===== src/hw/rtl/obbfaot_pkg.sv =====
// ----------------------------------------------------------------------------
// obbfaot_pkg
// Shared types, codes and row-address tables for the box face-axis overlap
// tester.
// ----------------------------------------------------------------------------
package obbfaot_pkg;

    // Vector store: 2 boxes x 4 vectors, one row per vector
    localparam int VEC_ROWS = 8;
    localparam int ROW_W    = 3;

    // Axis sweep bounds: six face axes, seven dot products per axis
    localparam logic [2:0] AXIS_LAST = 3'd5;
    localparam logic [2:0] TERM_LAST = 3'd6;

    // Last value of the drain counter that waits for the flag to settle
    localparam logic [1:0] DRAIN_LAST = 2'd2;

    // Command codes of an input beat
    typedef enum logic {
        CMD_LOAD = 1'b0,
        CMD_TEST = 1'b1
    } cmd_code_t;

    // Controller to datapath command bundle
    typedef struct packed {
        logic             wr_en;
        logic [ROW_W-1:0] wr_row;
        logic [ROW_W-1:0] rd_a_row;
        logic [ROW_W-1:0] rd_b_row;
        logic             d_load;
        logic             sep_clr;
        logic             issue;
        logic             first;
        logic             last;
    } obb_cmd_t;

    // Store row of a vector
    function automatic logic [ROW_W-1:0] vec_row(input logic b, input logic [1:0] s);
        vec_row = {b, s};
    endfunction

    // Row of half-axis n (0..5): box 0 slots 1..3, then box 1 slots 1..3
    function automatic logic [ROW_W-1:0] half_row(input logic [2:0] n);
        logic [ROW_W-1:0] r;
        case (n)
            3'd0:    r = vec_row(1'b0, 2'd1);
            3'd1:    r = vec_row(1'b0, 2'd2);
            3'd2:    r = vec_row(1'b0, 2'd3);
            3'd3:    r = vec_row(1'b1, 2'd1);
            3'd4:    r = vec_row(1'b1, 2'd2);
            3'd5:    r = vec_row(1'b1, 2'd3);
            default: r = vec_row(1'b0, 2'd0);
        endcase
        half_row = r;
    endfunction

endpackage


===== src/hw/rtl/obbfaot_ctrl.sv =====
// ----------------------------------------------------------------------------
// obbfaot_ctrl
// Command controller: takes input beats, writes loads, and sequences the
// center read, offset capture, 42-term axis sweep, pipeline drain and result.
// ----------------------------------------------------------------------------
module obbfaot_ctrl
    import obbfaot_pkg::*;
(
    input  logic       clk,
    input  logic       rst_n,
    input  logic       start,
    input  logic       command,
    input  logic       box,
    input  logic [1:0] slot,
    output logic       busy,
    output logic       done,
    output obb_cmd_t   cmd
);

    typedef enum logic [5:0] {
        ST_IDLE   = 6'b000001,
        ST_CENTER = 6'b000010,
        ST_DIFF   = 6'b000100,
        ST_SWEEP  = 6'b001000,
        ST_DRAIN  = 6'b010000,
        ST_DONE   = 6'b100000
    } state_t;

    state_t     state_reg,  state_next;
    logic [2:0] axis_reg,   axis_next;
    logic [2:0] term_reg,   term_next;
    logic [1:0] drain_reg,  drain_next;
    logic       accept;

    assign busy   = (state_reg != ST_IDLE);
    assign done   = (state_reg == ST_DONE);
    assign accept = start && !busy;

    // Next state and command decode
    always_comb
    begin
        state_next = state_reg;
        axis_next  = axis_reg;
        term_next  = term_reg;
        drain_next = drain_reg;

        cmd          = '0;
        cmd.wr_en    = accept && (command == CMD_LOAD);
        cmd.wr_row   = vec_row(box, slot);
        cmd.rd_a_row = half_row(axis_reg);
        cmd.rd_b_row = half_row(term_reg - 3'd1);

        case (state_reg)
            ST_IDLE:
            begin
                if (accept && (command == CMD_TEST))
                begin
                    state_next = ST_CENTER;
                end
            end
            ST_CENTER:
            begin
                cmd.rd_a_row = vec_row(1'b0, 2'd0);
                cmd.rd_b_row = vec_row(1'b1, 2'd0);
                cmd.sep_clr  = 1'b1;
                state_next   = ST_DIFF;
            end
            ST_DIFF:
            begin
                cmd.d_load = 1'b1;
                axis_next  = '0;
                term_next  = '0;
                state_next = ST_SWEEP;
            end
            ST_SWEEP:
            begin
                cmd.issue = 1'b1;
                cmd.first = (term_reg == '0);
                cmd.last  = (term_reg == TERM_LAST);
                if (term_reg == TERM_LAST)
                begin
                    term_next = '0;
                    if (axis_reg == AXIS_LAST)
                    begin
                        drain_next = '0;
                        state_next = ST_DRAIN;
                    end
                    else
                    begin
                        axis_next = axis_reg + 3'd1;
                    end
                end
                else
                begin
                    term_next = term_reg + 3'd1;
                end
            end
            ST_DRAIN:
            begin
                drain_next = drain_reg + 2'd1;
                if (drain_reg == DRAIN_LAST)
                begin
                    state_next = ST_DONE;
                end
            end
            ST_DONE:
            begin
                state_next = ST_IDLE;
            end
            default:
            begin
                state_next = ST_IDLE;
            end
        endcase
    end

    // State registers
    always_ff @(posedge clk or negedge rst_n)
    begin
        if (!rst_n)
        begin
            state_reg <= ST_IDLE;
            axis_reg  <= '0;
            term_reg  <= '0;
            drain_reg <= '0;
        end
        else
        begin
            state_reg <= state_next;
            axis_reg  <= axis_next;
            term_reg  <= term_next;
            drain_reg <= drain_next;
        end
    end

`ifndef ASSERT_OFF
    // Result strobe is a single cycle
    a_done_pulse: assert property (@(posedge clk) disable iff (!rst_n)
        done |=> !done)
        else $error("done held longer than one cycle");

    // An accepted test beat starts the center read
    a_test_starts: assert property (@(posedge clk) disable iff (!rst_n)
        (start && !busy && (command == CMD_TEST)) |=> (state_reg == ST_CENTER))
        else $error("test beat not started");

    // Sweep counters stay within the axis and term range
    a_sweep_range: assert property (@(posedge clk) disable iff (!rst_n)
        cmd.issue |-> ((term_reg <= TERM_LAST) && (axis_reg <= AXIS_LAST)))
        else $error("sweep counter out of range");

    // Busy only drops after a result was given
    a_busy_end: assert property (@(posedge clk) disable iff (!rst_n)
        $fell(busy) |-> $past(done))
        else $error("busy dropped without a result");
`endif

endmodule


===== config.mk =====
export PLATFORM = sky130hd
export DESIGN_NAME = obbfaot_ctrl
export DESIGN_NICKNAME = d
export VERILOG_FILES = /design/src/hw/rtl/obbfaot_pkg.sv /design/src/hw/rtl/obbfaot_ctrl.sv
export SDC_FILE = /design/constraint.sdc
export NUM_CORES = 1
export LEC_CHECK = 0
export ABC_AREA = 0
export BUFFER_PORTS_ARGS = -buffer_cell sky130_fd_sc_hd__buf_2
export CAP_MARGIN = 20
export CORE_ASPECT_RATIO = 1.1
export CORE_UTILIZATION = 50
export DETAILED_ROUTE_END_ITERATION = 12
export GPL_TIMING_DRIVEN = 0
export PLACE_DENSITY = 0.81
export SETUP_SLACK_MARGIN = 0.05
export SLEW_MARGIN = 20
export SYNTH_ARGS = -nofsm -noshare
export SYNTH_HDL_FRONTEND = slang
export SYNTH_SLANG_ARGS = --single-unit

===== constraint.sdc =====
create_clock -name clk -period 2.18 [get_ports clk]
set_input_delay 0 -clock clk [delete_from_list [all_inputs] [get_ports clk]]
set_output_delay 0 -clock clk [all_outputs]
set_load 0.005 [all_outputs]

# After elaboration in Yosys (flattened, before gate mapping)
# Index checks and enable logic that the tools add are counted.
[totals] register_bits=14 inputBits=7
[classes] n_addsub=4 eq_ne=24 muxes=19 n_bitwise=1 reduce_logical=12
[op_table] op="$pmux W3 S6" count=2
[op_table] op="$mux W6" count=5
[op_table] op="$pmux W6 S5" count=1
[op_table] op="$eq A3 B3 Y1 const B" count=5
[op_table] op="$eq A3 B2 Y1 const B" count=4
[op_table] op="$mux W3" count=4
[op_table] op="$pmux W3 S2" count=2
[op_table] op="$ne A2 B2 Y1 const B" count=5
[op_table] op="$logic_not A3 Y1" count=3
[op_table] op="$add A3 B1 Y3 const B" count=2
[op_table] op="$eq A3 B1 Y1 const B" count=2
[op_table] op="$eq A6 B1 Y1 const B" count=1
[op_table] op="$eq A6 B2 Y1 const B" count=1
[op_table] op="$eq A6 B3 Y1 const B" count=1
[op_table] op="$eq A6 B4 Y1 const B" count=1
[op_table] op="$eq A6 B5 Y1 const B" count=1
[op_table] op="$eq A6 B6 Y1 const B" count=1
[op_table] op="$ne A6 B1 Y1 const B" count=1
[op_table] op="$reduce_and A3 Y1" count=2
[op_table] op="$mux W2" count=2
[op_table] op="$pmux W2 S2" count=1
[op_table] op="$reduce_and A4 Y1" count=1
[op_table] op="$reduce_bool A2 Y1" count=2
[op_table] op="$logic_and A1 B1 Y1" count=3
[op_table] op="other kinds (6)" count=7

# Longest topological paths before layout
# Gate-level depths: netlist of run 1.
[depth] depth_word=6 mapped_depth=5

# Worst setup path after synthesis of run 1
# OpenSTA, ideal clock, no wires.
[synth_path] path_type="reg2reg" start="reg state_reg[4]" end="reg axis_reg[0]" setup_time_ns=0.127 t_arrival_ns=1.632 slack_ns=0.421 stages_incl_launch_ff=4 n_path_buf=0 period_less_slack_ns=1.759 cell_sequence="dfrtp_1 or4_4 or4b_4 mux2i_1"
[synth_between] elab_chain_len=3 word_cells_on_any_way=7
[synth_rtl] item="from (decl)" line="obbfaot_ctrl.sv:29" rtl="state_t state_reg, state_next;"
[synth_rtl] item="from (signal assigned)" line="obbfaot_ctrl.sv:129" rtl="state_reg <= state_next;"
[synth_rtl] item="$eq A6 B4 Y1 or $eq A6 B3 Y1 (tied branches)" line="obbfaot_ctrl.sv:53" rtl="case (state_reg)"
[synth_rtl] item="$ne A2 B2 Y1 (no line) or $reduce_bool A2 Y1 (tied branches)"
[synth_rtl] item="$reduce_and A3 Y1 (no line)"
[synth_rtl] item="to (signal assigned)" line="obbfaot_ctrl.sv:130" rtl="axis_reg <= axis_next;"
[synth_rtl] item="to (decl)" line="obbfaot_ctrl.sv:30" rtl="logic [2:0] axis_reg, axis_next;"
# Parallel ways exist; a longest one is shown, timed or not.
# A chain may end at the register's enable or synchronous reset.

==> results.md, run 1 <==
* Status: completed
* Number of distinct library cells after synthesis at 41
* Syn_nets at 133
* Die Wd at 45.38 um
* Switching share of power at 0.3705
* Synth Area in Adders at 0.07255
* Post-detailed-route wirelength per cell at 12.94 um
* GRT Residual Overflow at 0
* CP endpoint kind: primary output
* Mapped Cells at 120
* Final hold vios at 0
* CP Class: reg2out
* Sequential fraction of the synthesis area at 0.3398
* Register bit count reported by yosys at 14
* Placed inst area at 0.001169 mm^2
* Final setup violation count at 0
* CP max stage cell: or4_4
* Clock Tree Buf Depth at 2
* Synth-to-Final Area Change at 21.52%
* Critical path peak fanout at 12
* Post-route ant nets at 0
* Avg Inst Size Synth at 8.623 um^2
* Setup Skew at 0.006241 ns
* PwrDens at 716.0 mW/mm^2
* DIE HEIGHT at 49.71 um
* Mux share of post-synthesis cell area at 0.02902
* Die area at 0.002256 mm^2
* Synthesis Warnings at 0
* I/O pin count at 24
* Worst r2r src: state_reg[4]
* Fmax at 0.4960 GHz
* HP Class: in2async
* Cell taking the most area after synthesis: dfrtp_1
* Placement Setup Slack at 0.3061 ns
* Largest net degree at the start of global routing at 15
* Critical Path Max Stage Delay at 0.62 ns
* Initial antenna violation count at 0
* Final Slew Violations at 0
* Hold slack final at 0.1245 ns
* Worst-Margin Slew at 0.6177 ns
* Worst path cell trace: or4_4, or2_2, nor4_2, buf_2
* Comb pwr share at 0.440
* Clk slew on worst S/H paths at 0.09 ns
* Clock latency on the worst-skew pair at 0.29 ns
* Max FFs per register at 6
* Vias in the first global route at 896
* Fin Setup TNS at 0 ns
* Filler Cell Count at 162
* RSZ-0062 raised after global routing: false
* Num CTS Buffers at 3
* # rows at 16
* Dpl hpwl at 1618 um
* Critical path data required time at 2.18 ns
* Total clock sinks at 14
* Final nets at 162
* Async set or reset register ratio after synthesis at 1.000
* Vias per cell at 5.583
* Worst r2r dst: axis_reg[1]
* Seq pwr share at 0.345
* Main area contributors after synthesis: dfrtp_1, ha_1, o21ai_0, inv_1, mux2i_1
* GPL Wtd Cong at 0.7780
* Cell area after synthesis at 0.001035 mm^2
* Core ar. at 0.001862 mm^2
* CP startpoint: state_reg[4]
* Slew margin rel. at 0.5844
* Drt first-iter violations at 14
* Total Routing Usage GR at 0.2400
* Root Buffer: clkbuf_4
* Fin area at 0.001257 mm^2
* Final wirelength at 2265 um
* Worst setup SP type: flop
* Clock power share at 0.215
* Compound-Gate Fraction of Synth Area at 0.1790
* Worst VDD drop at 0.5492 mV
* Largest family of logic cells by synthesized area: simple AND/OR/NAND/NOR gates
* Setup slack after layout at 0.1640 ns
* Ant diodes at 0
* Buffers on Ports at 20
* Crit path time final at 2.016 ns
* Top-area cell type share of the netlist area at 0.3144
* Leak at 0.5988 nW
* End of the critical path: cmd[1]
* Register-to-register setup slack at 0.29 ns
* CTS tree: done
* Primary FF master, synth: dfrtp_1
* R2r worst-path depth at 3
* First-pass GRT wire length at 3870 um
* Synth Area in Simple Gates at 0.2479
* Vias after detailed routing at 977
* NetSw at 0.3336 mW
* Max cap viols at 0
* Xor/xnor share of the synthesized area at 0.02539
* # DRC at 0
* Fin crit share at 0.9248
* Arrival @ worst endpoint at 2.02 ns
* Int Pwr at 0.5667 mW
* Pwr Total at 0.9003 mW
* H-tree Lvls at 1
* Proportion of layout cells with a drive suffix above 1 at 0.2703
* Initial Util at 0.5558
* EDFF count, synth at 0
* Drt pass-1 iters at 4
## cell type report
| cell class | count | area, um^2 | area share |
|---|---|---|---|
| well taps | 27 | 33.78 | 0.02687 |
| plain buffers | 11 | 63.81 | 0.05075 |
| flip-flops and latches | 14 | 352.8 | 0.2806 |
| inverters | 11 | 41.29 | 0.03284 |
| clock buffers | 4 | 36.28 | 0.02886 |
| multi-input cells | 83 | 584.3 | 0.4647 |
| repair buffers | 25 | 145.1 | 0.1154 |
## cell usage in the layout, fill, tap and decap left out, types with 3 or more instances in the layout
cell type      count
a21oi_1            3
buf_2             20
buf_4              6
clkbuf_1           5
clkbuf_4           3
dfrtp_1           12
dlygate4sd3_1      3
ha_1               6
inv_1             11
mux2i_1            3
nand2_1            6
nand2b_1           3
nor2_1             7
nor3_1             4
nor3b_1            3
nor4_1             3
o21ai_0           10
o22ai_1            3
## metal layers
metal,GRT usage,wire length [um],up-vias
li1,-,-,477
met1,0.2721,952,463
met2,0.4227,1183,32
met3,0.02198,77,5
met4,0.1313,52,0
met5,0,0,-
## power by group through the flow
stage	sequential [mW]	clock [mW]	combinational [mW]
finish	0.311	0.193	0.396
global route	0.314	0.206	0.445
CTS	0.310	0.197	0.394
detailed placement	0.315	0	0.392
global placement	0.314	0	0.372
floorplan	0.312	0	0.286
## Yosys cell counts, drive strengths merged, types with 2 or more instances
cell,instances
nor3b,4
dfrtp,13
buf,7
or4,3
clkbuf,5
nand2,6
o22ai,3
ha,6
a22oi,2
a21oi,3
a211oi,2
inv,11
nand2b,3
a21o,2
or2,2
xor2,2
o2bb2ai,2
nor3,5
nor2,7
nor4,4
mux2i,3
nor2b,2
o21ai,10
## what timing repair did
| action | CTS | global route |
|---|---|---|
| hold buffers | 3 | 0 |
| buffers inserted | 2 | 0 |
| endpoints found under the setup margin | 1 | 1 |
| endpoints found under the hold margin | 15 | 0 |
| gates cloned | 0 | 0 |
| gates resized for setup | 2 | 1 |
## critical path, delay by kind of cell, from the launching register on
kind                   cells  cell delay, ns
flip-flops                 1            0.44
buffers and inverters      1            0.16
AND/OR/NAND/NOR            3            1.12
## cell families after synthesis
kind of cell,Yosys count
adder cells (fa/ha/maj),6
XOR/XNOR,3
flip-flops,14
buffers and inverters,23
multiplexers,3
AO/OA/AOI/OAI,29
AND/OR/NAND/NOR,42
## per-stage QoR
stage	util	instances
after global routing	0.6754	175
after detailed placement	0.6277	167
after global placement	0.6277	167
final	0.6754	175
after CTS	0.6727	175
after floorplan	-	120
## how the worst min path moves through the flow
stage	start	to	slack, ns	cells after the start
CTS	rst_n	term_reg[1]	0.13	2
global route	rst_n	term_reg[1]	0.16	2
finish	rst_n	term_reg[1]	0.12	2
global placement	rst_n	term_reg[0]	-0.08	1
detailed placement	rst_n	term_reg[1]	-0.09	1
floorplan	rst_n	axis_reg[0]	-0.30	0
Power figures use the tool's default switching activity.
==> inputs of run 2 (changes only) <==
--- a/config.mk
+++ b/config.mk
@@ -9,10 +9,10 @@
 export BUFFER_PORTS_ARGS = -buffer_cell sky130_fd_sc_hd__buf_2
 export CAP_MARGIN = 20
 export CORE_ASPECT_RATIO = 1.1
-export CORE_UTILIZATION = 50
+export CORE_UTILIZATION = 45
 export DETAILED_ROUTE_END_ITERATION = 12
 export GPL_TIMING_DRIVEN = 0
-export PLACE_DENSITY = 0.81
+export PLACE_DENSITY = 0.75
 export SETUP_SLACK_MARGIN = 0.05
 export SLEW_MARGIN = 20
 export SYNTH_ARGS = -nofsm -noshare
==> run 2 against run 1 <==
Effect of this change:
- non-clock buffer count stayed put
- wire length shrank 4.6%
- maximum frequency is 2.2% lower
- sequential share of layout area is 0.24 points higher
- design area decreased by 1.2%
- global-route usage is 4.5 points lower
- sequential power about the same
- utilization is 7.9 points lower
==> results.md, run 2 (synthesized netlist as in run 1, its figures left out) <==
* Worst setup SP type: flop
* Critical Path Max Stage Delay at 0.49 ns
* Worst VDD drop at 0.4466 mV
* Worst-Margin Slew at 0.6622 ns
* Highest-count cells in the layout ignoring fill and taps: buf_2, dfrtp_1, inv_1
* Clk slew on worst S/H paths at 0.08 ns
* Initial Util at 0.4964
* Post-route ant nets at 0
* Most common cell after layout, fill and taps aside: buf_2
* Critical path peak fanout at 10
* NetSw at 0.3153 mW
* I/O pin count at 24
* Core ar. at 0.002085 mm^2
* Clock latency on the worst-skew pair at 0.27 ns
* Post-detailed-route wirelength per cell at 12.27 um
* CP endpoint kind: primary output
* Placed inst area at 0.001170 mm^2
* Fin crit share at 0.9458
* Synth-to-Final Area Change at 20.07%
* CP max stage cell: or4_4
* Critical path data required time at 2.18 ns
* Leak at 0.5906 nW
* Final wirelength at 2160 um
* Comb pwr share at 0.469
* Setup Skew at 0.01075 ns
* DIE HEIGHT at 52.29 um
* Clock Tree Buf Depth at 2
* Ant diodes at 0
* Final Slew Violations at 0
* Max cap viols at 0
* Placed insts at 168
* Fmax at 0.4850 GHz
* PwrDens at 690.1 mW/mm^2
* Slew margin rel. at 0.5544
* Switching share of power at 0.3678
* Final hold vios at 0
* Multi-input gate area at 579.3 um^2
* Dpl hpwl at 1563 um
* Fin Setup TNS at 0 ns
* Final nets at 162
* GPL Wtd Cong at 0.7614
* H-tree Lvls at 1
* Int Pwr at 0.5420 mW
* Status: completed
* RSZ-0062 raised after global routing: false
* Filler Cell Count at 214
* Total clock sinks at 14
* Drt first-iter violations at 30
* Worst path cell trace: buf_6, or4_4, buf_4, or2_2, nor4_2, buf_2
* Fin area at 0.001242 mm^2
* Clock power share at 0.169
* Vias in the first global route at 885
* Drt pass-1 iters at 4
* Total Routing Usage GR at 0.1953
* # DRC at 0
* Vias after detailed routing at 947
* Non-filler instance count after layout at 176
* Die area at 0.002495 mm^2
* Max FFs per register at 6
* Crit path time final at 2.062 ns
* Seq pwr share at 0.362
* First-pass GRT wire length at 3519 um
* Num CTS Buffers at 3
* Root Buffer: clkbuf_4
* # rows at 17
* Register area at 351.6 um^2
* Proportion of layout cells with a drive suffix above 1 at 0.2500
* CTS tree: done
* Die Wd at 47.72 um
* Initial antenna violation count at 0
* Arrival @ worst endpoint at 2.06 ns
* CP Class: reg2out
* GRT Residual Overflow at 0
* HP Class: in2async
* Final setup violation count at 0
* Buffers on Ports at 20
* Largest net degree at the start of global routing at 15
* Vias per cell at 5.381
[run 2: cell count changes in the layout (fill, tap and decap cells not counted)]
cell,change
nor3b_2,-1
nor3b_1,+1
clkbuf_8,-1
dfrtp_1,+1
dfrtp_2,-1
clkbuf_1,+1
[run 2: repair_timing]
action                                  4_1_cts  5_1_grt
endpoints found under the setup margin        1        1
setup buffers                                 1        0
resized for setup                             0        3
endpoints found under the hold margin        15        0
hold buffers                                  3        0
[run 2: layout make-up]
cell class | count | area share
timing repair buffer | 24 | 0.1108
clock buffer | 4 | 0.02115
buffer | 12 | 0.05740
tap | 28 | 0.02820
sequential | 14 | 0.2830
multi-input combinational | 83 | 0.4663
inverter | 11 | 0.03323
[run 2: power groups by stage]
stage	combinational, mW	clock [mW]	sequential (mW)
final	0.402	0.145	0.310
after global routing	0.446	0.168	0.314
after CTS	0.394	0.154	0.309
after detailed placement	0.385	0	0.315
after global placement	0.369	0	0.314
after floorplan	0.286	0	0.312
[run 2: metrics by stage]
step | hold WS (ns) | utilization | setup slack (ns) | power (mW)
floorplan | -0.2956 | - | 0.4213 | 0.5972
global placement | -0.08973 | 0.5612 | 0.3784 | 0.6831
detailed placement | -0.08930 | 0.5612 | 0.3258 | 0.6999
CTS | 0.1429 | 0.5918 | 0.05627 | 0.8567
global route | 0.1695 | 0.5960 | 0.02524 | 0.9279
finish | 0.1597 | 0.5960 | 0.1182 | 0.8574
[run 2: final timing paths]
kind | startpoint | endpoint | slack (ns) | cells after the start
setup / recovery | state_reg[0] | cmd[1] | 0.12 | 6
setup reg to reg | state_reg[0] | axis_reg[0] | 0.38 | 4
min in group clk | slot[0] | cmd[11] | 0.17 | 2
max in group asynchronous | rst_n | state_reg[0] | 1.72 | 2
hold / removal | rst_n | state_reg[1] | 0.16 | 2
hold reg to reg | axis_reg[0] | axis_reg[0] | 0.55 | 1
[run 2: layer usage]
layer,part of all wire,global-route usage,wire length [um]
met3,0.033,0.02069,71
met2,0.54,0.3468,1159
met5,0,0,0
met1,0.42,0.2331,914
met4,0.0065,0.06944,14
[run 2: critical path, delay by kind of cell, from the launching register on]
| kind | cells | cell delay, ns |
|---|---|---|
| flops | 1 | 0.37 |
| simple gates | 3 | 0.97 |
| buf+inv | 3 | 0.46 |
==> inputs of run 3 (changes only) <==
--- a/config.mk
+++ b/config.mk
@@ -7,12 +7,13 @@
 export LEC_CHECK = 0
 export ABC_AREA = 0
 export BUFFER_PORTS_ARGS = -buffer_cell sky130_fd_sc_hd__buf_2
-export CAP_MARGIN = 20
+export CAP_MARGIN = 0
 export CORE_ASPECT_RATIO = 1.1
 export CORE_UTILIZATION = 45
 export DETAILED_ROUTE_END_ITERATION = 12
 export GPL_TIMING_DRIVEN = 0
 export PLACE_DENSITY = 0.75
+export RECOVER_POWER = 50
 export SETUP_SLACK_MARGIN = 0.05
 export SLEW_MARGIN = 20
 export SYNTH_ARGS = -nofsm -noshare
==> run 3 against run 2 <==
Effect of this change:
- count of clock-buffer cells in the layout did not move
- register-to-register slack barely moved
- sequential cell count did not move
- die area did not move
- sequential power barely moved
- first-iteration DRC count rose by 3.3%
- combinational power barely moved
- worst hold slack improved by 0.030 ns
- critical endpoint unchanged
- highest routed layer unchanged
==> results.md, run 3 (synthesized netlist as in run 1, its figures left out) <==
* I/O pin count at 24
* Total Routing Usage GR at 0.1953
* CTS tree: done
* Setup slack after layout at 0.1182 ns
* Fin Setup TNS at 0 ns
* Seq pwr share at 0.362
* Slew margin rel. at 0.5017
* Critical path peak fanout at 10
* RSZ-0062 raised after global routing: false
* Clock power share at 0.169
* Most common cell after layout, fill and taps aside: buf_2
* Clk slew on worst S/H paths at 0.07 ns
* Setup Skew at 0.01073 ns
* Drt first-iter violations at 31
* Placement Setup Slack at 0.3258 ns
* Initial antenna violation count at 0
* Fmax at 0.4850 GHz
* Dpl hpwl at 1563 um
* Synth-to-Final Area Change at 19.59%
* Clock latency on the worst-skew pair at 0.27 ns
* Hold slack final at 0.1898 ns
* GPL Wtd Cong at 0.7614
* Worst setup SP type: flop
* DIE HEIGHT at 52.29 um
* GRT Residual Overflow at 0
* Highest-count cells in the layout ignoring fill and taps: buf_2, dfrtp_1, inv_1
* Fin crit share at 0.9458
* Post-detailed-route wirelength per cell at 12.27 um
* Largest net degree at the start of global routing at 15
* Register-to-register setup slack at 0.38 ns
* Status: completed
* Arrival @ worst endpoint at 2.06 ns
* Final setup violation count at 0
* Buffers on Ports at 20
* Pwr Total at 0.8568 mW
* Final wirelength at 2159 um
* Die area at 0.002495 mm^2
* Initial Util at 0.4964
* Num CTS Buffers at 3
* Die Wd at 47.72 um
* Post-route ant nets at 0
* Int Pwr at 0.5415 mW
* NetSw at 0.3153 mW
* Crit path time final at 2.062 ns
* Filler Cell Count at 217
* First-pass GRT wire length at 3519 um
* Vias after detailed routing at 948
* Max FFs per register at 6
* CP Class: reg2out
* Core ar. at 0.002085 mm^2
* Fin area at 0.001237 mm^2
* Max cap viols at 0
* CP endpoint kind: primary output
* Vias in the first global route at 885
* H-tree Lvls at 1
* Worst VDD drop at 0.4460 mV
* Switching share of power at 0.3680
* # rows at 17
* Proportion of layout cells with a drive suffix above 1 at 0.2365
* Clock Tree Buf Depth at 2
* PwrDens at 692.4 mW/mm^2
* Comb pwr share at 0.468
* Ant diodes at 0
* HP Class: in2out
* Leak at 0.5830 nW
* Worst-Margin Slew at 0.7474 ns
* Final Slew Violations at 0
* # DRC at 0
* Critical path data required time at 2.18 ns
* Final hold vios at 0
* Vias per cell at 5.386
* Root Buffer: clkbuf_4
* Total clock sinks at 14
* Drt pass-1 iters at 4
* Placed inst area at 0.001170 mm^2
* Final nets at 162
[run 3: critical path: stages, from the launching register on]
cell and delay, ns:
dfstp_2 0.37, buf_6 0.13, or4_4 0.49, buf_4 0.18
or2_2 0.33, nor4_2 0.15, buf_2 0.15
[run 3: cell type report]
class / count / area, um^2 / share of cell area
clock buffers: 4 / 26.28 / 0.02123
multi-input cells: 83 / 579.3 / 0.4681
repair buffers: 24 / 132.6 / 0.1072
well taps: 28 / 35.03 / 0.02831
flip-flops and latches: 14 / 351.6 / 0.2841
inverters: 11 / 41.29 / 0.03337
plain buffers: 12 / 71.32 / 0.05763
[run 3: power groups by stage]
stage	Sequential [mW]	Combinational, mW	Clock (mW)
after floorplan	0.312	0.286	0
after global placement	0.314	0.369	0
after detailed placement	0.315	0.385	0
after CTS	0.309	0.394	0.154
after global routing	0.314	0.445	0.168
final	0.310	0.401	0.145
[run 3: worst paths after layout]
kind,start,end,depth (start not counted)
setup / recovery,state_reg[0],cmd[1],6
hold / removal,slot[0],cmd[11],2
setup reg to reg,state_reg[0],axis_reg[0],4
hold reg to reg,axis_reg[0],axis_reg[0],1
max in group asynchronous,rst_n,axis_reg[0],2
min in group asynchronous,rst_n,state_reg[1],2
[run 3: stage by stage]
stage | cells | utilization
after floorplan | 120 | -
after global placement | 168 | 0.5612
after detailed placement | 168 | 0.5612
after CTS | 176 | 0.5918
after global routing | 176 | 0.5936
final | 176 | 0.5936
[run 3: what timing repair did]
action / CTS / global route
hold buffers: 3 / 0
gates resized for setup: 0 / 3
buffers inserted: 1 / 0
setup endpoints to repair: 1 / 1
endpoints found under the hold margin: 15 / 0
[run 3: routing by layer]
metal / wire length, um / part of all wire / up-vias / GRT usage
li1: - / - / 478 / -
met1: 914 / 0.42 / 446 / 0.2331
met2: 1156 / 0.54 / 22 / 0.3468
met3: 73 / 0.034 / 2 / 0.02069
met4: 14 / 0.0065 / 0 / 0.06944
met5: 0 / 0 / - / 0
